$ cat src/rtl/r2h_pkg.sv
// ----------------------------------------------------------------------------
// r2h_pkg
// Shared widths, hue offsets and the dominant-channel sector type for the
// RGB to HSV converter and its checker.
// ----------------------------------------------------------------------------
package r2h_pkg;

   localparam int SAT_FRAC_BITS_DEF = 15;

   localparam int CH_W  = 8;   // input channel and brightness width
   localparam int HUE_W = 9;   // hue in whole degrees
   localparam int SAT_W = 16;  // saturation field width

   // 60 * |diff| fits in 14 bits; its quotient by delta never exceeds 60
   localparam int HUE_NUM_W = 14;
   localparam int HUE_Q_W   = 6;

   localparam int HUE_MAX = 359;

   localparam logic [HUE_W-1:0] HUE_RED_BASE   = 9'd0;
   localparam logic [HUE_W-1:0] HUE_RED_WRAP   = 9'd360;
   localparam logic [HUE_W-1:0] HUE_GREEN_BASE = 9'd120;
   localparam logic [HUE_W-1:0] HUE_BLUE_BASE  = 9'd240;

   // which channel holds the maximum (red wins ties, then green)
   typedef enum logic [1:0] {
      SECT_RED,
      SECT_GREEN,
      SECT_BLUE
   } sector_type;

endpackage

$ cat src/rtl/rgb_to_hsv.sv
// ----------------------------------------------------------------------------
// rgb_to_hsv
// Pipelined RGB to HSV pixel converter, one pixel per clock.
// ----------------------------------------------------------------------------
// Usage: drive req_red/green/blue and pulse start; busy is always low, so a
// new pixel transaction can be issued on every clock. Each pixel produces
// exactly one result, shown on the rsp_ ports for a single cycle with
// rsp_valid high. The receiver cannot stall the block, so results must
// be taken as they appear. The saturation divider is a restoring divider
// unrolled one quotient bit per pipeline stage, with SAT_FRAC_BITS + 1
// stages. Hue is computed by a second, 6-bit divider that rides in the
// first six of those stages. Results come out in order.
//
// Pipeline:
//   s1   input register
//   s2   max / min search and choice of the dominant channel (sector)
//   s3   delta = max - min, signed channel difference, hue numerator 60*|d|
//   d0.. one quotient bit per stage for saturation (delta / max) and, in the
//        first six stages, for hue (60*|d| / delta)
//   out  hue offset add (with ceiling for negative differences), grey and
//        black pixel overrides
// ----------------------------------------------------------------------------
module rgb_to_hsv #(
   parameter int SAT_FRAC_BITS = r2h_pkg::SAT_FRAC_BITS_DEF
) (
   input  logic                       clock,
   input  logic                       reset,
   input  logic                       start,
   output logic                       busy,
   input  logic [r2h_pkg::CH_W-1:0]   req_red,
   input  logic [r2h_pkg::CH_W-1:0]   req_green,
   input  logic [r2h_pkg::CH_W-1:0]   req_blue,
   output logic                       rsp_valid,
   output logic [r2h_pkg::HUE_W-1:0]  rsp_hue,
   output logic [r2h_pkg::SAT_W-1:0]  rsp_saturation,
   output logic [r2h_pkg::CH_W-1:0]   rsp_brightness
);

   localparam int CH_W      = r2h_pkg::CH_W;
   localparam int HUE_W     = r2h_pkg::HUE_W;
   localparam int SAT_W     = r2h_pkg::SAT_W;
   localparam int HUE_NUM_W = r2h_pkg::HUE_NUM_W;
   localparam int HUE_Q_W   = r2h_pkg::HUE_Q_W;
   localparam int DIV_STEPS = SAT_FRAC_BITS + 1;  // saturation quotient bits
   localparam int SQ_W      = SAT_FRAC_BITS + 1;

   // fully pipelined, never refuses a transaction
   assign busy = 1'b0;

   logic accept;
   assign accept = start && !busy;

   // ---------------------------------------------------------------- s1
   logic            s1_vld_ff;
   logic [CH_W-1:0] s1_red_ff, s1_green_ff, s1_blue_ff;

   always_ff @(posedge clock) begin
      if (reset) begin
         s1_vld_ff <= 1'b0;
      end else begin
         s1_vld_ff <= accept;
      end
   end

   always_ff @(posedge clock) begin
      s1_red_ff   <= req_red;
      s1_green_ff <= req_green;
      s1_blue_ff  <= req_blue;
   end

   // ---------------------------------------------------------------- s2
   // max, min and the dominant channel; up/down are the operands of the
   // channel difference for that sector
   logic                s2_vld_ff;
   logic [CH_W-1:0]     s2_max_ff, s2_min_ff, s2_up_ff, s2_down_ff;
   r2h_pkg::sector_type s2_sect_ff;

   logic [CH_W-1:0]     s2_max_in, s2_min_in, s2_up_in, s2_down_in;
   r2h_pkg::sector_type s2_sect_in;

   always_comb begin
      logic [CH_W-1:0] gb_max;
      logic [CH_W-1:0] gb_min;
      gb_max = (s1_green_ff >= s1_blue_ff) ? s1_green_ff : s1_blue_ff;
      gb_min = (s1_green_ff <= s1_blue_ff) ? s1_green_ff : s1_blue_ff;
      s2_max_in = (s1_red_ff >= gb_max) ? s1_red_ff : gb_max;
      s2_min_in = (s1_red_ff <= gb_min) ? s1_red_ff : gb_min;
      if (s1_red_ff >= gb_max) begin
         s2_sect_in = r2h_pkg::SECT_RED;
         s2_up_in   = s1_green_ff;
         s2_down_in = s1_blue_ff;
      end else if (s1_green_ff >= s1_blue_ff) begin
         s2_sect_in = r2h_pkg::SECT_GREEN;
         s2_up_in   = s1_blue_ff;
         s2_down_in = s1_red_ff;
      end else begin
         s2_sect_in = r2h_pkg::SECT_BLUE;
         s2_up_in   = s1_red_ff;
         s2_down_in = s1_green_ff;
      end
   end

   always_ff @(posedge clock) begin
      if (reset) begin
         s2_vld_ff <= 1'b0;
      end else begin
         s2_vld_ff <= s1_vld_ff;
      end
   end

   always_ff @(posedge clock) begin
      s2_max_ff  <= s2_max_in;
      s2_min_ff  <= s2_min_in;
      s2_up_ff   <= s2_up_in;
      s2_down_ff <= s2_down_in;
      s2_sect_ff <= s2_sect_in;
   end

   // ---------------------------------------------------------------- s3
   // Per-stage divider state, index 0 is the s3 output, index k+1 the
   // output of divider step k.
   logic                 dv_vld_ff   [0:DIV_STEPS];
   logic [CH_W-1:0]      dv_max_ff   [0:DIV_STEPS];
   logic [CH_W-1:0]      dv_delta_ff [0:DIV_STEPS];
   logic [CH_W-1:0]      dv_srem_ff  [0:DIV_STEPS];
   logic [SQ_W-1:0]      dv_sq_ff    [0:DIV_STEPS];
   logic [HUE_NUM_W-1:0] dv_hrem_ff  [0:DIV_STEPS];
   logic [HUE_Q_W-1:0]   dv_hq_ff    [0:DIV_STEPS];
   logic                 dv_neg_ff   [0:DIV_STEPS];
   r2h_pkg::sector_type  dv_sect_ff  [0:DIV_STEPS];

   logic [CH_W-1:0]      s3_delta_in;
   logic                 s3_neg_in;
   logic [HUE_NUM_W-1:0] s3_num_in;

   always_comb begin
      logic [CH_W-1:0]      diff_mag;
      logic [HUE_NUM_W-1:0] mag_ext;
      s3_delta_in = s2_max_ff - s2_min_ff;
      s3_neg_in   = s2_up_ff < s2_down_ff;
      diff_mag    = s3_neg_in ? (s2_down_ff - s2_up_ff) : (s2_up_ff - s2_down_ff);
      mag_ext     = {{(HUE_NUM_W-CH_W){1'b0}}, diff_mag};
      // 60 * |diff| = 64*|diff| - 4*|diff|
      s3_num_in   = (mag_ext << 6) - (mag_ext << 2);
   end

   always_ff @(posedge clock) begin
      if (reset) begin
         dv_vld_ff[0] <= 1'b0;
      end else begin
         dv_vld_ff[0] <= s2_vld_ff;
      end
   end

   always_ff @(posedge clock) begin
      dv_max_ff[0]   <= s2_max_ff;
      dv_delta_ff[0] <= s3_delta_in;
      dv_srem_ff[0]  <= s3_delta_in;   // saturation dividend starts as delta
      dv_sq_ff[0]    <= '0;
      dv_hrem_ff[0]  <= s3_num_in;
      dv_hq_ff[0]    <= '0;
      dv_neg_ff[0]   <= s3_neg_in;
      dv_sect_ff[0]  <= s2_sect_ff;
   end

   // ---------------------------------------------------------- divider
   for (genvar k = 0; k < DIV_STEPS; k++) begin : g_div
      logic [CH_W:0]        trial;
      logic                 sbit;
      logic [CH_W-1:0]      srem_in;
      logic [HUE_NUM_W-1:0] hrem_in;
      logic [HUE_Q_W-1:0]   hq_in;

      // saturation: first step tests delta >= max (pure color gives 2^F),
      // later steps shift the remainder left by one
      always_comb begin
         logic [CH_W:0] diff9;
         if (k == 0) begin
            trial = {1'b0, dv_srem_ff[k]};
         end else begin
            trial = {dv_srem_ff[k], 1'b0};
         end
         sbit    = trial >= {1'b0, dv_max_ff[k]};
         diff9   = trial - {1'b0, dv_max_ff[k]};
         srem_in = sbit ? diff9[CH_W-1:0] : trial[CH_W-1:0];
      end

      if (k < HUE_Q_W) begin : g_hue
         // hue: quotient bit HUE_Q_W-1-k against delta shifted up
         always_comb begin
            logic [HUE_NUM_W-1:0] dsh;
            logic                 hbit;
            dsh     = {{(HUE_NUM_W-CH_W){1'b0}}, dv_delta_ff[k]} << (HUE_Q_W - 1 - k);
            hbit    = dv_hrem_ff[k] >= dsh;
            hrem_in = hbit ? (dv_hrem_ff[k] - dsh) : dv_hrem_ff[k];
            hq_in   = {dv_hq_ff[k][HUE_Q_W-2:0], hbit};
         end
      end else begin : g_hue_hold
         assign hrem_in = dv_hrem_ff[k];
         assign hq_in   = dv_hq_ff[k];
      end

      always_ff @(posedge clock) begin
         if (reset) begin
            dv_vld_ff[k+1] <= 1'b0;
         end else begin
            dv_vld_ff[k+1] <= dv_vld_ff[k];
         end
      end

      always_ff @(posedge clock) begin
         dv_max_ff[k+1]   <= dv_max_ff[k];
         dv_delta_ff[k+1] <= dv_delta_ff[k];
         dv_srem_ff[k+1]  <= srem_in;
         dv_sq_ff[k+1]    <= {dv_sq_ff[k][SQ_W-2:0], sbit};
         dv_hrem_ff[k+1]  <= hrem_in;
         dv_hq_ff[k+1]    <= hq_in;
         dv_neg_ff[k+1]   <= dv_neg_ff[k];
         dv_sect_ff[k+1]  <= dv_sect_ff[k];
      end
   end

   // ---------------------------------------------------------- output
   logic             out_vld_ff;
   logic [HUE_W-1:0] out_hue_ff;
   logic [SAT_W-1:0] out_sat_ff;
   logic [CH_W-1:0]  out_val_ff;

   logic [HUE_W-1:0] out_hue_in;
   logic [SAT_W-1:0] out_sat_in;

   always_comb begin
      logic [HUE_W-1:0]      base;
      logic [HUE_W-1:0]      q_floor;
      logic [HUE_W-1:0]      q_ceil;
      logic [SQ_W+SAT_W-1:0] sq_ext;
      case (dv_sect_ff[DIV_STEPS])
         r2h_pkg::SECT_RED:   base = dv_neg_ff[DIV_STEPS] ? r2h_pkg::HUE_RED_WRAP
                                                          : r2h_pkg::HUE_RED_BASE;
         r2h_pkg::SECT_GREEN: base = r2h_pkg::HUE_GREEN_BASE;
         r2h_pkg::SECT_BLUE:  base = r2h_pkg::HUE_BLUE_BASE;
         default:             base = r2h_pkg::HUE_RED_BASE;
      endcase
      q_floor = {{(HUE_W-HUE_Q_W){1'b0}}, dv_hq_ff[DIV_STEPS]};
      // negative difference: floor(-x) = -ceil(x)
      q_ceil  = q_floor + {{(HUE_W-1){1'b0}}, (dv_hrem_ff[DIV_STEPS] != '0)};
      if (dv_delta_ff[DIV_STEPS] == '0) begin
         out_hue_in = '0;                       // grey pixel
      end else if (dv_neg_ff[DIV_STEPS]) begin
         out_hue_in = base - q_ceil;
      end else begin
         out_hue_in = base + q_floor;
      end
      sq_ext = {{SAT_W{1'b0}}, dv_sq_ff[DIV_STEPS]};
      if (dv_max_ff[DIV_STEPS] == '0) begin
         out_sat_in = '0;                       // black pixel
      end else begin
         out_sat_in = sq_ext[SAT_W-1:0];
      end
   end

   always_ff @(posedge clock) begin
      if (reset) begin
         out_vld_ff <= 1'b0;
      end else begin
         out_vld_ff <= dv_vld_ff[DIV_STEPS];
      end
   end

   always_ff @(posedge clock) begin
      out_hue_ff <= out_hue_in;
      out_sat_ff <= out_sat_in;
      out_val_ff <= dv_max_ff[DIV_STEPS];
   end

   assign rsp_valid      = out_vld_ff;
   assign rsp_hue        = out_hue_ff;
   assign rsp_saturation = out_sat_ff;
   assign rsp_brightness = out_val_ff;

endmodule

$ cat config.mk
export PLATFORM = sky130hd
export DESIGN_NAME = rgb_to_hsv
export DESIGN_NICKNAME = d
export VERILOG_FILES = /design/src/rtl/r2h_pkg.sv /design/src/rtl/rgb_to_hsv.sv
export SDC_FILE = /design/constraint.sdc
export NUM_CORES = 1
export LEC_CHECK = 0
export ABC_AREA = 1
export ABC_CLOCK_PERIOD_IN_PS = 3700
export BUFFER_PORTS_ARGS = -buffer_cell sky130_fd_sc_hd__buf_4
export CAP_MARGIN = 20
export CELL_PAD_IN_SITES_DETAIL_PLACEMENT = 1
export CELL_PAD_IN_SITES_GLOBAL_PLACEMENT = 1
export CORE_MARGIN = 2
export CORE_UTILIZATION = 49
export CTS_BUF_LIST = sky130_fd_sc_hd__clkbuf_16
export CTS_CLUSTER_SIZE = 20
export DETAILED_ROUTE_END_ITERATION = 6
export PLACE_DENSITY = 0.76
export SYNTH_ARGS = -nofsm -noshare
export SYNTH_HDL_FRONTEND = slang
export SYNTH_SLANG_ARGS = --single-unit
$ cat constraint.sdc
create_clock -name clock -period 3.7 [get_ports clock]
set_clock_uncertainty 0.15 [all_clocks]
set_input_delay 0 -clock clock [delete_from_list [all_inputs] [get_ports clock]]
set_output_delay 0 -clock clock [all_outputs]
set_load 0.01 [all_outputs]
# Word level (Yosys, flattened, before mapping)
# Memories as Yosys holds them, arrays and structs flattened. A register that Yosys moved wholly into a read port is not among the register bits.
# Index checks and enable logic that the tools add are counted.
[classes]
n_addsub = 29
order_cmp = 27
eq_ne = 2
n_mux = 55
bitwise = 17
n_reduce_logical = 4
[ops]
columns = ["op", "count"]
rows = [
  ["8-bit two-way mux", 25],
  ["8-bit subtractor", 19],
  ["9-bit by 8-bit >= comparator with 1-bit output", 15],
  ["14-bit two-way mux", 6],
  ["14-bit by 10-bit subtractor with 14-bit output", 2],
  ["9-bit one-hot mux with 3 select lines", 1],
  ["8-bit >= comparator", 3],
  ["1-bit two-way mux", 20],
  ["9-bit two-way mux", 2],
  ["1-bit OR", 17],
  ["8-bit <= comparator", 2],
  ["8-bit logical NOT", 2],
  ["14-bit by 10-bit >= comparator with 1-bit output", 1],
  ["14-bit by 11-bit >= comparator with 1-bit output", 1],
  ["14-bit by 12-bit >= comparator with 1-bit output", 1],
  ["14-bit by 13-bit >= comparator with 1-bit output", 1],
  ["14-bit by 8-bit >= comparator with 1-bit output", 1],
  ["14-bit by 9-bit >= comparator with 1-bit output", 1],
  ["14-bit nonzero test", 1],
  ["14-bit by 11-bit subtractor with 14-bit output", 1],
  ["14-bit by 12-bit subtractor with 14-bit output", 1],
  ["14-bit by 13-bit subtractor with 14-bit output", 1],
  ["14-bit by 8-bit subtractor with 14-bit output", 1],
  ["14-bit by 9-bit subtractor with 14-bit output", 1],
  ["8 further kinds", 8],
]
[word_totals]
ff_bits = 77
ram_bits = 1088
input_bits = 27
out_inout_bits = 35
elab_cells = 155
mem_count = 9
[memory_table]
columns = ["name", "depth", "width", "read_ports", "rd_ports_with_merged_regs", "wr", "line_no", "rtl"]
rows = [
  ["dv_sq_ff", 17, 16, 17, 1, 17, "rgb_to_hsv.sv:126", "logic [SQ_W-1:0] dv_sq_ff [0:DIV_STEPS];"],
  ["dv_hrem_ff", 17, 14, 17, 0, 17, "rgb_to_hsv.sv:127", "logic [HUE_NUM_W-1:0] dv_hrem_ff [0:DIV_STEPS];"],
  ["dv_delta_ff", 17, 8, 17, 0, 17, "rgb_to_hsv.sv:124", "logic [CH_W-1:0] dv_delta_ff [0:DIV_STEPS];"],
  ["dv_max_ff", 17, 8, 17, 0, 17, "rgb_to_hsv.sv:123", "logic [CH_W-1:0] dv_max_ff [0:DIV_STEPS];"],
  ["dv_srem_ff", 17, 8, 16, 0, 17, "rgb_to_hsv.sv:125", "logic [CH_W-1:0] dv_srem_ff [0:DIV_STEPS];"],
  ["dv_hq_ff", 17, 6, 17, 0, 17, "rgb_to_hsv.sv:128", "logic [HUE_Q_W-1:0] dv_hq_ff [0:DIV_STEPS];"],
  ["+3 memories", "n/a", "n/a", "n/a", "n/a", "n/a", "n/a", ""],
]

# Longest topological paths before layout
# Gate-level depths: netlist of the first run.
# An unclocked memory read counts as a cell.
[logic_depth]
depth_word = 5
mapped_depth = 25
ltp_nobuf = 24

# Least setup slack after synthesis of the first run
# No wires, ideal clock.
[synth_path]
path_kind = "reg-to-reg"
from = "register s1_blue_ff[5]"
to = "register s2_up_ff[5]"
setup_time_ns = 0.130
arrival_time_ns = 2.940
required_time_ns = 3.420
path_slack_ns = 0.480
stages_incl_launch_ff = 23
path_buffers = 3
synth_period_minus_slack_ns = 3.220
path_cell_list = "dfxtp_1 -> inv_1 -> ha_1 -> a21oi_1 -> nor2_1 -> a211oi_2 -> nand3_2 -> buf_6 -> nand2_1 -> o21ai_0 -> ha_1 -> inv_1 -> nor2_1 -> nor2_1 -> o21ai_0 -> nand2_1 -> and3_1 -> buf_2 -> inv_2 -> nor2_4 -> buf_4 -> nand2_1 -> o211ai_1"
[synth_via]
elab_chain_len = 4
elab_cells_between_ends = 5
cone_classes = "order compare: 2; mux: 3"
[synth_rtl]
columns = ["item", "line_no", "rtl"]
rows = [
  ["start, declared", "rgb_to_hsv.sv:55", "logic [CH_W-1:0] s1_red_ff, s1_green_ff, s1_blue_ff;"],
  ["start signal, assigned", "rgb_to_hsv.sv:68", "s1_blue_ff <= req_blue;"],
  ["8-bit >= comparator", "rgb_to_hsv.sv:84, rgb_to_hsv.sv:92", ""],
  ["8-bit two-way mux", "rgb_to_hsv.sv:84", "gb_max = (s1_green_ff >= s1_blue_ff) ? s1_green_ff : s1_blue_ff;"],
  ["8-bit >= comparator", "rgb_to_hsv.sv:88", "if (s1_red_ff >= gb_max) begin"],
  ["8-bit two-way mux *", "rgb_to_hsv.sv:88", ""],
  ["net s2_up_in[5]", "rgb_to_hsv.sv:78", "logic [CH_W-1:0] s2_max_in, s2_min_in, s2_up_in, s2_down_in;"],
  ["end signal, assigned", "rgb_to_hsv.sv:114", "s2_up_ff <= s2_up_in;"],
  ["end, declared", "rgb_to_hsv.sv:75", "logic [CH_W-1:0] s2_max_ff, s2_min_ff, s2_up_ff, s2_down_ff;"],
]
# Mark *: on every way through the listed nets, which the timed path passes. The rest lies on a longest branch.
# A chain may end at the register's enable or synchronous reset.

# Final worst setup path of the first run
[layout_path]
from = "register s1_blue_ff[5]"
to = "register s2_up_ff[6]"
# The elaborated chain is that of the path after synthesis.

==> impl_metrics.csv, run 1 <==
group,metric,value,unit
status,status,"finished, final reports clean",
placement,gp_congestion,0.8406,
sta,layout_setup_ws,0.1610,ns
sta,period_needed,3.539,ns
yosys,yosysMostFrequentCell,"dfxtp_1",
yosys,yosysWarnings,0,
sta,fmaxAchievable,282.6,MHz
floorplan,initial_utilization,0.4956,
clocking,cts_buffer_depth,3,
detailed_routing,met3_length,1.955,mm
yosys,synth_flop_cell,"dfxtp_1",
critical_path,crit_type,"reg -> reg",
finish,multi_input_area,0.01141,mm^2
yosys,async_reset_ff_frac,0,
clocking,cts_max_level,3,
placement,port_buffers,60,
detailed_routing,dr_total_vias,21590,
critical_path,crit_path_end,"s2_up_ff[6]$_DFF_P_",
critical_path,end_kind,"flop",
critical_path,r2r_cells,19,
clocking,cts-root-buf,"clkbuf_16",
critical_path,regToRegSetupSlack,0.16,ns
critical_path,regToRegStartpoint,"s1_blue_ff[5]$_DFF_P_",
critical_path,required,4.05,ns
yosys,syn_area,0.03335,mm^2
yosys,synth_common_cells,"dfxtp_1 (998), nand2_1 (523), inv_1 (467)",
detailed_routing,drtIter0Drc,697,
sta,hold_viol,0,
placement,dpl-instance-area,0.03470,mm^2
grt,antenna_found_initial,2,
critical_path,setup.worst_path.start,"s1_blue_ff[5]$_DFF_P_",
finish,seq_area,0.01998,mm^2
finish,fin_area,0.03858,mm^2
placement,hpwl,48.80,mm
critical_path,critPathLaunchType,"flop",
grt,grt_max_degree,21,
detailed_routing,routed.top_layer,"met5",
placement,dp_cells,4207,
clocking,clk_pin_slew,0.06,ns
critical_path,crit_arrival,3.89,ns
detailed_routing,route.detailed.drc,0,
detailed_routing,drt-total-wl,69.97,mm
detailed_routing,wl_met2,38.28,mm
critical_path,worstPathMaxFanout,17,
yosys,netlist_instances,3305,
critical_path,timing.rr.end,"s2_up_ff[6]$_DFF_P_",
yosys,synth-seq-area-share,0.5992,
yosys,ys_seq_elements,998,
floorplan,dieWidth,264.9,um
yosys,synth.avg_cell_area,10.09,um^2
clocking,cts_tree,"done",
floorplan,die_y,264.9,um
finish,area_growth,15.71,%
sta,relSlewSlack,0.5762,
grt,grt_first_pass_wirelength,115.9,mm
sta,setup_viol,0,
grt,grt_pass1_vias,23870,
detailed_routing,ant_nets,0,
sta,whs,0.1155,ns
clocking,cts_sinks,998,
sta,drv_slew,0,
finish,final_cells,4447,
yosys,synth_cell_types,60,
placement,dp_slack,-0.09373,ns
sta,tightest_slew,0.6309,ns
detailed_routing,firstDrtPassIters,5,
finish,drive_above_1_share,0.08872,
yosys,synthesis.nets,3594,
yosys,synthTopCellsByArea,"dfxtp_1 (60%), ha_1 (8.9%), nand2_1 (5.9%), inv_1 (5.3%), xor2_1 (2.8%)",
floorplan,fp.dieArea,0.07016,mm^2
yosys,synth_edf_count,0,
finish,nets,3781,
clocking,cts-buffers-inserted,98,
detailed_routing,via_per_inst,4.855,
clocking,worstSkewPairLatency,0.65,ns
finish,nFillCells,7348,
yosys,yosysTopAreaCell,"dfxtp_1",
sta,period_share,0.9565,
yosys,synth_top_area_frac,0.5992,
floorplan,core_area,0.06728,mm^2
min_path,holdCritPathClass,"in -> reg",
detailed_routing,wl_met1,27.70,mm
floorplan,rows,95,
grt,globalRoute.totalOverflow,0,
floorplan,ios,62,
detailed_routing,wl_per_cell,15.73,um
job,maxCapViolCount,0,
grt,grtUsageTotal,0.2018,
cell usage in the layout (no fill, tap or decap), types with 26 or more instances in the layout:
master	netlist	routed
nand3_1	80	79
nand2_1	523	521
nor2_1	192	190
clkbuf_16	0	98
nor3_1	30	30
buf_4	14	69
o21ai_1	23	26
o21ai_0	173	170
o211ai_1	29	29
inv_1	467	477
xor2_1	108	108
dfxtp_1	998	997
nand4_1	30	30
dlygate4sd3_1	0	51
ha_1	238	237
a21oi_1	159	157
xnor2_1	41	41
logic make-up after synthesis:
group | synth area share
AO/OA/AOI/OAI | 0.07752
XOR/XNOR | 0.03962
adder cells (fa/ha/maj) | 0.1037
buffers and inverters | 0.06037
flip-flops | 0.5992
other | 0.0001125
AND/OR/NAND/NOR | 0.1195
flip-flops by register name, indices dropped and copies added (netlist names), 9 cells and up:
register,cells
dv_delta_ff,136
dv_hq_ff,81
dv_hrem_ff,227
dv_max_ff,136
dv_neg_ff,17
dv_sect_ff,34
dv_sq_ff,136
dv_srem_ff,120
dv_vld_ff,17
rsp_hue,9
rsp_saturation,16
through the flow:
step,setup TNS [ns],utilization
after floorplan,0,-
after global placement,0,0.5158
after detailed placement,-0.4908,0.5158
after CTS,0,0.5716
after global routing,-0.01530,0.5735
final,0,0.5735
worst min-delay path by stage:
| stage | startpoint | endpoint | slack (ns) | cells after the start |
|---|---|---|---|---|
| 2_1_floorplan | req_blue[0] | s1_blue_ff[0]$_DFF_P_ | -0.12 | 0 |
| 3_3_place_gp | req_red[4] | s1_red_ff[4]$_DFF_P_ | -0.04 | 1 |
| 3_5_place_dp | req_red[1] | s1_red_ff[1]$_DFF_P_ | -0.04 | 1 |
| 4_1_cts | reset | s2_vld_ff$_SDFF_PP0_ | 0.08 | 3 |
| 5_1_grt | reset | dv_vld_ff[2]$_SDFF_PP0_ | 0.14 | 3 |
| 6_report | reset | rsp_valid$_SDFF_PP0_ | 0.12 | 3 |
repair_timing:
item / in CTS / in global routing
setup buffers: 0 / 6
endpoints found under the hold margin: 44 / 0
pin swaps: 0 / 5
hold buffers: 51 / 0
endpoints found under the setup margin: 7 / 37
resized for setup: 2 / 15
cloned: 0 / 1
layout make-up:
| type | instances | area share |
|---|---|---|
| inverters | 476 | 0.04631 |
| diodes | 1 | 0.00006486 |
| clock buffers | 98 | 0.06356 |
| repair buffers | 122 | 0.02769 |
| multi-input cells | 1796 | 0.2957 |
| flip-flops and latches | 998 | 0.5178 |
| clock inverters | 83 | 0.02049 |
| well taps | 873 | 0.02831 |
per-layer routing:
metal | track usage | vias to the layer above
met3 | 0.02963 | 138
met2 | 0.3975 | 283
met1 | 0.2152 | 10280
met4 | 0.07406 | 2
met5 | 0 | -
li1 | - | 10890
critical path, cell delays in order, from the launching register on:
cell and delay [ns]:
dfxtp_2 0.38, inv_1 0.08, ha_1 0.31, a21oi_1 0.17, nor2_1 0.09, a211oi_4 0.35
nand3_4 0.16, buf_4 0.19, nand2_1 0.05, o21ai_0 0.11, ha_1 0.30, nand2_1 0.08
nor2_2 0.14, nand4_1 0.09, and3_1 0.22, inv_2 0.11, nor2_4 0.06, buf_12 0.15
nand2_1 0.08, o211ai_1 0.13
Power of run 1 is left out: the tool's default activity adds up to more than one toggle a clock period on the data nets, which glitch-free logic cannot reach.
==> run 2: changes to the inputs <==
--- a/config.mk
+++ b/config.mk
@@ -5,14 +5,13 @@
 export SDC_FILE = /design/constraint.sdc
 export NUM_CORES = 1
 export LEC_CHECK = 0
-export ABC_AREA = 1
 export ABC_CLOCK_PERIOD_IN_PS = 3700
 export BUFFER_PORTS_ARGS = -buffer_cell sky130_fd_sc_hd__buf_4
 export CAP_MARGIN = 20
 export CELL_PAD_IN_SITES_DETAIL_PLACEMENT = 1
 export CELL_PAD_IN_SITES_GLOBAL_PLACEMENT = 1
 export CORE_MARGIN = 2
-export CORE_UTILIZATION = 49
+export CORE_UTILIZATION = 50
 export CTS_BUF_LIST = sky130_fd_sc_hd__clkbuf_16
 export CTS_CLUSTER_SIZE = 20
 export DETAILED_ROUTE_END_ITERATION = 6
==> run 2 against run 1 <==
Compared with the run above:
- the flow now finishes with violations (setup timing)
- design area increased by 0.36%
- first-iteration DRC count increased by 9.0%
- synthesized area decreased by 1.5%
- utilization increased by 2.5 points
- sequential share of layout area decreased by 0.17 points
- die area decreased by 3.4%
==> impl_metrics.csv, run 2 <==
group,metric,value,unit
yosys,yosysMostFrequentCell,"dfxtp_1",
placement,dpl-instance-area,0.03449,mm^2
clocking,worstSkewPairLatency,0.65,ns
grt,antenna_found_initial,0,
power_and_ir_drop,finalPower,0.04376,W
yosys,synth_edf_count,0,
critical_path,crit_type,"reg -> reg",
yosys,synth_xor_area_frac,0.03466,
finish,nFillCells,6567,
detailed_routing,drtIter0Drc,760,
floorplan,fp.dieArea,0.06776,mm^2
finish,fin_area,0.03872,mm^2
yosys,yosys.area_share.simple,0.08696,
status,status,"finished with violations",
yosys,synthTopCellsByArea,"dfxtp_1 (61%), ha_1 (9.1%), inv_1 (3.3%), mux2_2 (2.5%), xnor2_1 (2.3%)",
sta,hold_viol,0,
critical_path,setup.worst_path.start,"s1_blue_ff[2]$_DFF_P_",
critical_path,cp.buffers_inverters,2,
grt,grt_max_degree,26,
power_and_ir_drop,p_per_area,1130,mW/mm^2
sta,period_needed,3.919,ns
power_and_ir_drop,ir_drop,486.6,uV
critical_path,regToRegSetupSlack,-0.22,ns
sta,fmaxAchievable,255.2,MHz
finish,multi_input_area,0.01196,mm^2
grt,grtUsageTotal,0.2090,
grt,grt_first_pass_wirelength,114.1,mm
detailed_routing,via_per_inst,5.024,
critical_path,crit_arrival,4.30,ns
job,maxCapViolCount,0,
sta,period_share,1.059,
detailed_routing,dr_total_vias,20120,
floorplan,core_area,0.06470,mm^2
critical_path,slowest_stage,"dfxtp_2",
floorplan,rows,93,
critical_path,timing.rr.end,"s2_max_ff[5]$_DFF_P_",
clocking,cts_buffer_depth,3,
yosys,syn_area,0.03285,mm^2
detailed_routing,drt-total-wl,71.61,mm
sta,drv_slew,0,
floorplan,ios,62,
sta,whs,0.09868,ns
yosys,synth_cell_types,77,
sta,layout_setup_ws,-0.2188,ns
finish,drive_above_1_share,0.1369,
critical_path,crit_path_end,"s2_max_ff[5]$_DFF_P_",
floorplan,die_y,260.3,um
detailed_routing,ant_nets,0,
yosys,ys_seq_elements,998,
clocking,cts_tree,"done",
finish,largest_reg_flops,227,
placement,hpwl,46.32,mm
finish,layout_commonest_cell,"dfxtp_1",
critical_path,cp_cell_sequence,"inv_2, ha_4, a21o_1, a2111oi_4, o21ai_1, o211ai_2, nand2_4, mux2_4, ha_4, nand2b_4, a21o_1, a21o_1, a211o_1, a21oi_4, o21ai_2, buf_4, o21ai_0",
clocking,clk_pin_slew,0.06,ns
floorplan,initial_utilization,0.5077,
critical_path,cpLargestDelayFamily,"compound AO/OA/AOI/OAI gates",
critical_path,end_kind,"flop",
placement,gp_congestion,0.8218,
critical_path,cpPeakStageDelay,0.35,ns
placement,port_buffers,60,
critical_path,regToRegStartpoint,"s1_blue_ff[2]$_DFF_P_",
finish,regMostFlops,"dv_hrem_ff",
detailed_routing,route.detailed.drc,0,
finish,nets,3361,
floorplan,dieWidth,260.3,um
critical_path,r2r_cells,17,
status,violations,"setup timing",
finish,n_antenna_cell,0,
critical_path,cp.depth,17,
critical_path,worstPathMaxFanout,4,
sta,relSlewSlack,0.4306,
yosys,synth.avg_cell_area,11.59,um^2
yosys,yosysTopAreaCell,"dfxtp_1",
yosys,synthesis.nets,3124,
yosys,synth_top_family_by_area,"adder cells",
clocking,cts_max_level,3,
clocking,cts-root-buf,"clkbuf_16",
finish,post-route-util,0.5985,
finish,area_growth,17.88,%
sta,rsz0062_at_grt,"true",
yosys,async_reset_ff_frac,0,
yosys,synth-seq-area-share,0.6082,
sta,tightest_slew,0.8541,ns
detailed_routing,firstDrtPassIters,5,
min_path,holdCritPathClass,"in -> reg",
clocking,cts-buffers-inserted,95,
sta,setup_viol,32,
yosys,netlist_instances,2835,
critical_path,cp_common_cell,"a21o_1",
yosys,synth-compound-area-share,0.08033,
yosys,synth_common_cells,"dfxtp_1 (998), inv_1 (290), ha_1 (238)",
yosys,synth_flop_cell,"dfxtp_1",
critical_path,critPathLaunchType,"flop",
finish,seq_area,0.01999,mm^2
power_and_ir_drop,leakage,17.29,nW
yosys,synthAdderAreaFrac,0.1053,
finish,layout_common_cells,"dfxtp_1 (992), inv_1 (307), ha_1 (230)",
critical_path,required,4.09,ns
clocking,cts_sinks,998,
grt,globalRoute.totalOverflow,0,
detailed_routing,wl_per_cell,17.88,um
yosys,synth_top_area_frac,0.6082,
yosys,yosysWarnings,0,
yosys,synth.area.mux_share,0.04693,
grt,grt_pass1_vias,22410,
## run 2: cell count changes after synthesis, sizes merged, moves of 58 or more
cell,previous run,this run
inv,474,291
xor2,109,43
mux2,0,77
a21oi,162,104
nand2,551,156
nand3,84,13
nor2,198,120
nor2b,1,86
mux2i,0,67
## run 2: per-stage QoR
| stage | setup slack, ns | instances | TNS (ns) |
|---|---|---|---|
| global route | -0.2395 | 4004 | -6.239 |
| floorplan | 0.0009772 | 2835 | 0 |
| detailed placement | -0.1453 | 3754 | -2.726 |
| global placement | -0.01259 | 3754 | -0.02537 |
| CTS | 0.002177 | 3984 | 0 |
| finish | -0.2188 | 4004 | -3.480 |
## run 2: cell type report
cell class | count | share of cell area
clock buffers | 95 | 0.06139
repair buffers | 166 | 0.03848
flip-flops and latches | 998 | 0.5162
multi-input cells | 1520 | 0.3089
clock inverters | 79 | 0.01919
inverters | 291 | 0.02821
well taps | 855 | 0.02763
## run 2: kinds of logic (layout without fill, tap and decap cells)
| family | Yosys count | after routing |
|---|---|---|
| buffers and inverters | 318 | 631 |
| multiplexers | 144 | 144 |
| XOR/XNOR | 130 | 130 |
| other | 1 | 1 |
| AO/OA/AOI/OAI | 418 | 419 |
| AND/OR/NAND/NOR | 564 | 564 |
| adder cells (fa/ha/maj) | 262 | 262 |
| flip-flops | 998 | 998 |
## run 2: worst min-delay path by stage
| stage | start | endpoint | cells past startpoint |
|---|---|---|---|
| detailed placement | req_red[3] | s1_red_ff[3]$_DFF_P_ | 1 |
| finish | reset | dv_vld_ff[14]$_SDFF_PP0_ | 3 |
| floorplan | req_blue[0] | s1_blue_ff[0]$_DFF_P_ | 0 |
| CTS | reset | dv_vld_ff[6]$_SDFF_PP0_ | 3 |
| global placement | req_red[4] | s1_red_ff[4]$_DFF_P_ | 1 |
| global route | reset | dv_vld_ff[1]$_SDFF_PP0_ | 3 |
## run 2: worst reg2reg max path: stages, from the launching register on
cell	delay [ns]
dfxtp_2	0.35
inv_2	0.06
ha_4	0.21
a21o_1	0.21
a2111oi_4	0.35
o21ai_1	0.12
o211ai_2	0.13
nand2_4	0.12
mux2_4	0.33
ha_4	0.22
nand2b_4	0.13
a21o_1	0.17
a21o_1	0.18
a211o_1	0.29
a21oi_4	0.18
o21ai_2	0.15
buf_4	0.21
o21ai_0	0.24
## run 2: timing repair
item | in CTS | in global routing
setup buffers | 3 | 14
hold endpoints to repair | 44 | 0
pin swaps | 10 | 23
gates resized for setup | 20 | 73
endpoints found under the setup margin | 30 | 38
hold buffers | 52 | 0
gates cloned | 1 | 5
## run 2: power breakdown
part	switching [W]	total, W	internal (W)
clock	0.00416	0.00958	0.00542
combinational	0.00878	0.0165	0.00769
sequential	0.00220	0.0177	0.0155
total	0.0151	0.0438	0.0286
## run 2: layer usage
metal  share of wire  routed length, um  GRT usage  vias up
li1                -                  -          -     9881
met1            0.40              28660     0.2300     9749
met2            0.54              38540     0.4014      333
met3           0.033               2357    0.03263      154
met4           0.029               2046    0.07683        0
met5               0                  0          0        -
(Power assumes the default switching activity.)
==> run 3: changes to the inputs <==
--- a/config.mk
+++ b/config.mk
@@ -16,6 +16,7 @@
 export CTS_CLUSTER_SIZE = 20
 export DETAILED_ROUTE_END_ITERATION = 6
 export PLACE_DENSITY = 0.76
+export SETUP_SLACK_MARGIN = 0.05
 export SYNTH_ARGS = -nofsm -noshare
 export SYNTH_HDL_FRONTEND = slang
 export SYNTH_SLANG_ARGS = --single-unit
==> run 3 against run 2 <==
Compared with the run above:
- the flow still finishes with violations (setup timing)
- register-to-register slack lost 0.06 ns
- global-route usage grew 0.16 points
- sequential share of layout area shrank 0.32 points
- fmax shrank 1.5%
- critical path depth is the same
- via count grew 0.50%
- power grew 1.4%
- sequential power is essentially flat
- design area grew 0.64%
- critical endpoint is now s2_min_ff[3]$_DFF_P_
- largest cell class unchanged
- largest power group unchanged
==> impl_metrics.csv, run 3 (synthesis gave the netlist of run 2 again) <==
group,metric,value,unit
status,status,"finished with violations",
status,violations,"setup timing",
floorplan,initial_utilization,0.5077,
power_and_ir_drop,p_per_area,1139,mW/mm^2
sta,layout_setup_ws,-0.2796,ns
critical_path,regToRegStartpoint,"s1_green_ff[4]$_DFF_P_",
clocking,clk_pin_slew,0.07,ns
power_and_ir_drop,swShare,0.3499,
grt,globalRoute.totalOverflow,0,
clocking,cts_buffer_depth,3,
clocking,cts_max_level,3,
clocking,worstSkewPairLatency,0.67,ns
finish,nFillCells,6544,
finish,area_growth,18.63,%
critical_path,timing.rr.end,"s2_min_ff[3]$_DFF_P_",
detailed_routing,routed.top_layer,"met4",
sta,rsz0062_at_grt,"true",
finish,nets,3358,
critical_path,crit_type,"reg -> reg",
detailed_routing,ant_nets,0,
finish,layout_commonest_cell,"dfxtp_1",
power_and_ir_drop,leakage,17.38,nW
min_path,min_path_cells,3,
grt,grtUsageTotal,0.2106,
job,maxCapViolCount,0,
power_and_ir_drop,pwr-share-seq,0.399,
finish,drive_above_1_share,0.1437,
critical_path,required,4.11,ns
detailed_routing,via_per_inst,5.063,
detailed_routing,drt-total-wl,73.43,mm
grt,antenna_found_initial,0,
finish,layout_common_cells,"dfxtp_1 (991), inv_1 (300), ha_1 (231)",
grt,grt_max_degree,21,
detailed_routing,dr_total_vias,20220,
detailed_routing,wl_met2,40.15,mm
floorplan,rows,93,
floorplan,core_area,0.06470,mm^2
finish,final_cells,3993,
placement,hpwl,46.91,mm
sta,tns,-6.206,ns
sta,period_needed,3.980,ns
power_and_ir_drop,p_int,0.02886,W
critical_path,worstPathMaxFanout,7,
floorplan,dieWidth,260.3,um
critical_path,crit_arrival,4.39,ns
sta,fmaxAchievable,251.3,MHz
critical_path,end_kind,"flop",
critical_path,critPathLaunchType,"flop",
finish,n_antenna_cell,0,
placement,port_buffers,60,
clocking,cts-root-buf,"clkbuf_16",
grt,grt_first_pass_wirelength,115.1,mm
critical_path,regToRegSetupSlack,-0.28,ns
power_and_ir_drop,p_sw,0.01553,W
power_and_ir_drop,comb_power_share,0.381,
clocking,cts_tree,"done",
sta,drv_slew,0,
floorplan,fp.dieArea,0.06776,mm^2
power_and_ir_drop,ir_drop,520.1,uV
clocking,cts_sinks,998,
critical_path,crit_path_end,"s2_min_ff[3]$_DFF_P_",
placement,gp_congestion,0.8174,
floorplan,die_y,260.3,um
detailed_routing,route.detailed.drc,0,
detailed_routing,wl_per_cell,18.39,um
placement,dp_cells,3748,
sta,relSlewSlack,0.3128,
min_path,holdCritPathClass,"in -> reg",
grt,grt_pass1_vias,22610,
sta,tightest_slew,1.027,ns
critical_path,r2r_cells,17,
finish,regMostFlops,"dv_hrem_ff",
detailed_routing,wl_met1,28.88,mm
power_and_ir_drop,clockPowerShare,0.219,
sta,period_share,1.076,
sta,setup_viol,34,
detailed_routing,drtIter0Drc,849,
floorplan,ios,62,
critical_path,setup.worst_path.start,"s1_green_ff[4]$_DFF_P_",
detailed_routing,met3_length,1.957,mm
sta,hold_viol,0,
clocking,cts-buffers-inserted,95,
finish,largest_reg_flops,227,
detailed_routing,firstDrtPassIters,5,
-- run 3: cell types whose count changed in the layout (fill, tap and decap cells not counted), moves of 5 or more --
| cell | change |
|---|---|
| o21ai_2 | +6 |
| buf_4 | -6 |
| nand2_1 | -8 |
| o21ai_0 | -5 |
| nand2_4 | +9 |
| inv_1 | -7 |
-- run 3: final cells by class --
cell class | count | area (um^2) | share of cell area
Clock buffer | 95 | 2377 | 0.06101
Timing Repair Buffer | 164 | 1541 | 0.03956
Clock inverter | 71 | 793.3 | 0.02036
Inverter | 291 | 1092 | 0.02803
Sequential cell | 998 | 19990 | 0.5129
Multi-Input combinational cell | 1519 | 12110 | 0.3107
Tap cell | 855 | 1070 | 0.02745
-- run 3: power by group through the flow --
stage | Clock, W | Combinational [W] | Sequential (W)
CTS | 0.00993 | 0.0163 | 0.0178
global placement | 0 | 0.0148 | 0.0176
finish | 0.00974 | 0.0169 | 0.0177
floorplan | 0 | 0.0120 | 0.0169
detailed placement | 0 | 0.0156 | 0.0179
global route | 0.0104 | 0.0188 | 0.0182
-- run 3: metal layers --
layer	vias to the layer above	global-route usage
met5	-	0
met4	0	0.07190
met3	164	0.03380
met2	278	0.4104
met1	9924	0.2285
li1	9851	-
-- run 3: worst min path at each step --
stage                                   end  slack [ns]   startpoint
floorplan             s1_blue_ff[0]$_DFF_P_       -0.12  req_blue[0]
global placement       s1_red_ff[4]$_DFF_P_       -0.05   req_red[4]
detailed placement     s1_red_ff[2]$_DFF_P_       -0.04   req_red[2]
CTS                 dv_vld_ff[7]$_SDFF_PP0_       0.001        reset
global route        dv_vld_ff[7]$_SDFF_PP0_        0.05        reset
finish              dv_vld_ff[7]$_SDFF_PP0_        0.05        reset
-- run 3: critical path, cell delays in order, from the launching register on --
cell,delay (ns)
dfxtp_1,0.58
ha_4,0.23
o21ai_0,0.13
o21ai_1,0.20
o211ai_2,0.17
buf_4,0.18
a21oi_4,0.22
buf_4,0.17
mux2i_1,0.31
ha_1,0.33
o21a_1,0.14
o21ai_2,0.16
nand2b_1,0.11
a21oi_2,0.17
o21ai_2,0.10
o31a_1,0.15
buf_6,0.16
mux2i_1,0.21
-- run 3: repair_timing --
action / in CTS / in global routing
hold endpoints to repair: 44 / 0
cloned: 3 / 3
pin swaps: 9 / 32
hold buffers: 52 / 0
setup endpoints to repair: 37 / 39
resized for setup: 24 / 108
setup buffers: 6 / 15
-- run 3: per-stage QoR --
| step | util | area, um^2 | setup WS (ns) | total power [W] | hold slack (ns) |
|---|---|---|---|---|---|
| 2_1_floorplan | - | 32900 | 0.05819 | 0.02893 | -0.1223 |
| 3_3_place_gp | 0.5328 | 34470 | 0.03110 | 0.03239 | -0.04543 |
| 3_5_place_dp | 0.5328 | 34470 | -0.1307 | 0.03350 | -0.04454 |
| 4_1_cts | 0.5932 | 38380 | -0.02510 | 0.04403 | 0.001156 |
| 5_1_grt | 0.6023 | 38970 | -0.3499 | 0.04743 | 0.04836 |
| 6_report | 0.6023 | 38970 | -0.2796 | 0.04439 | 0.04883 |
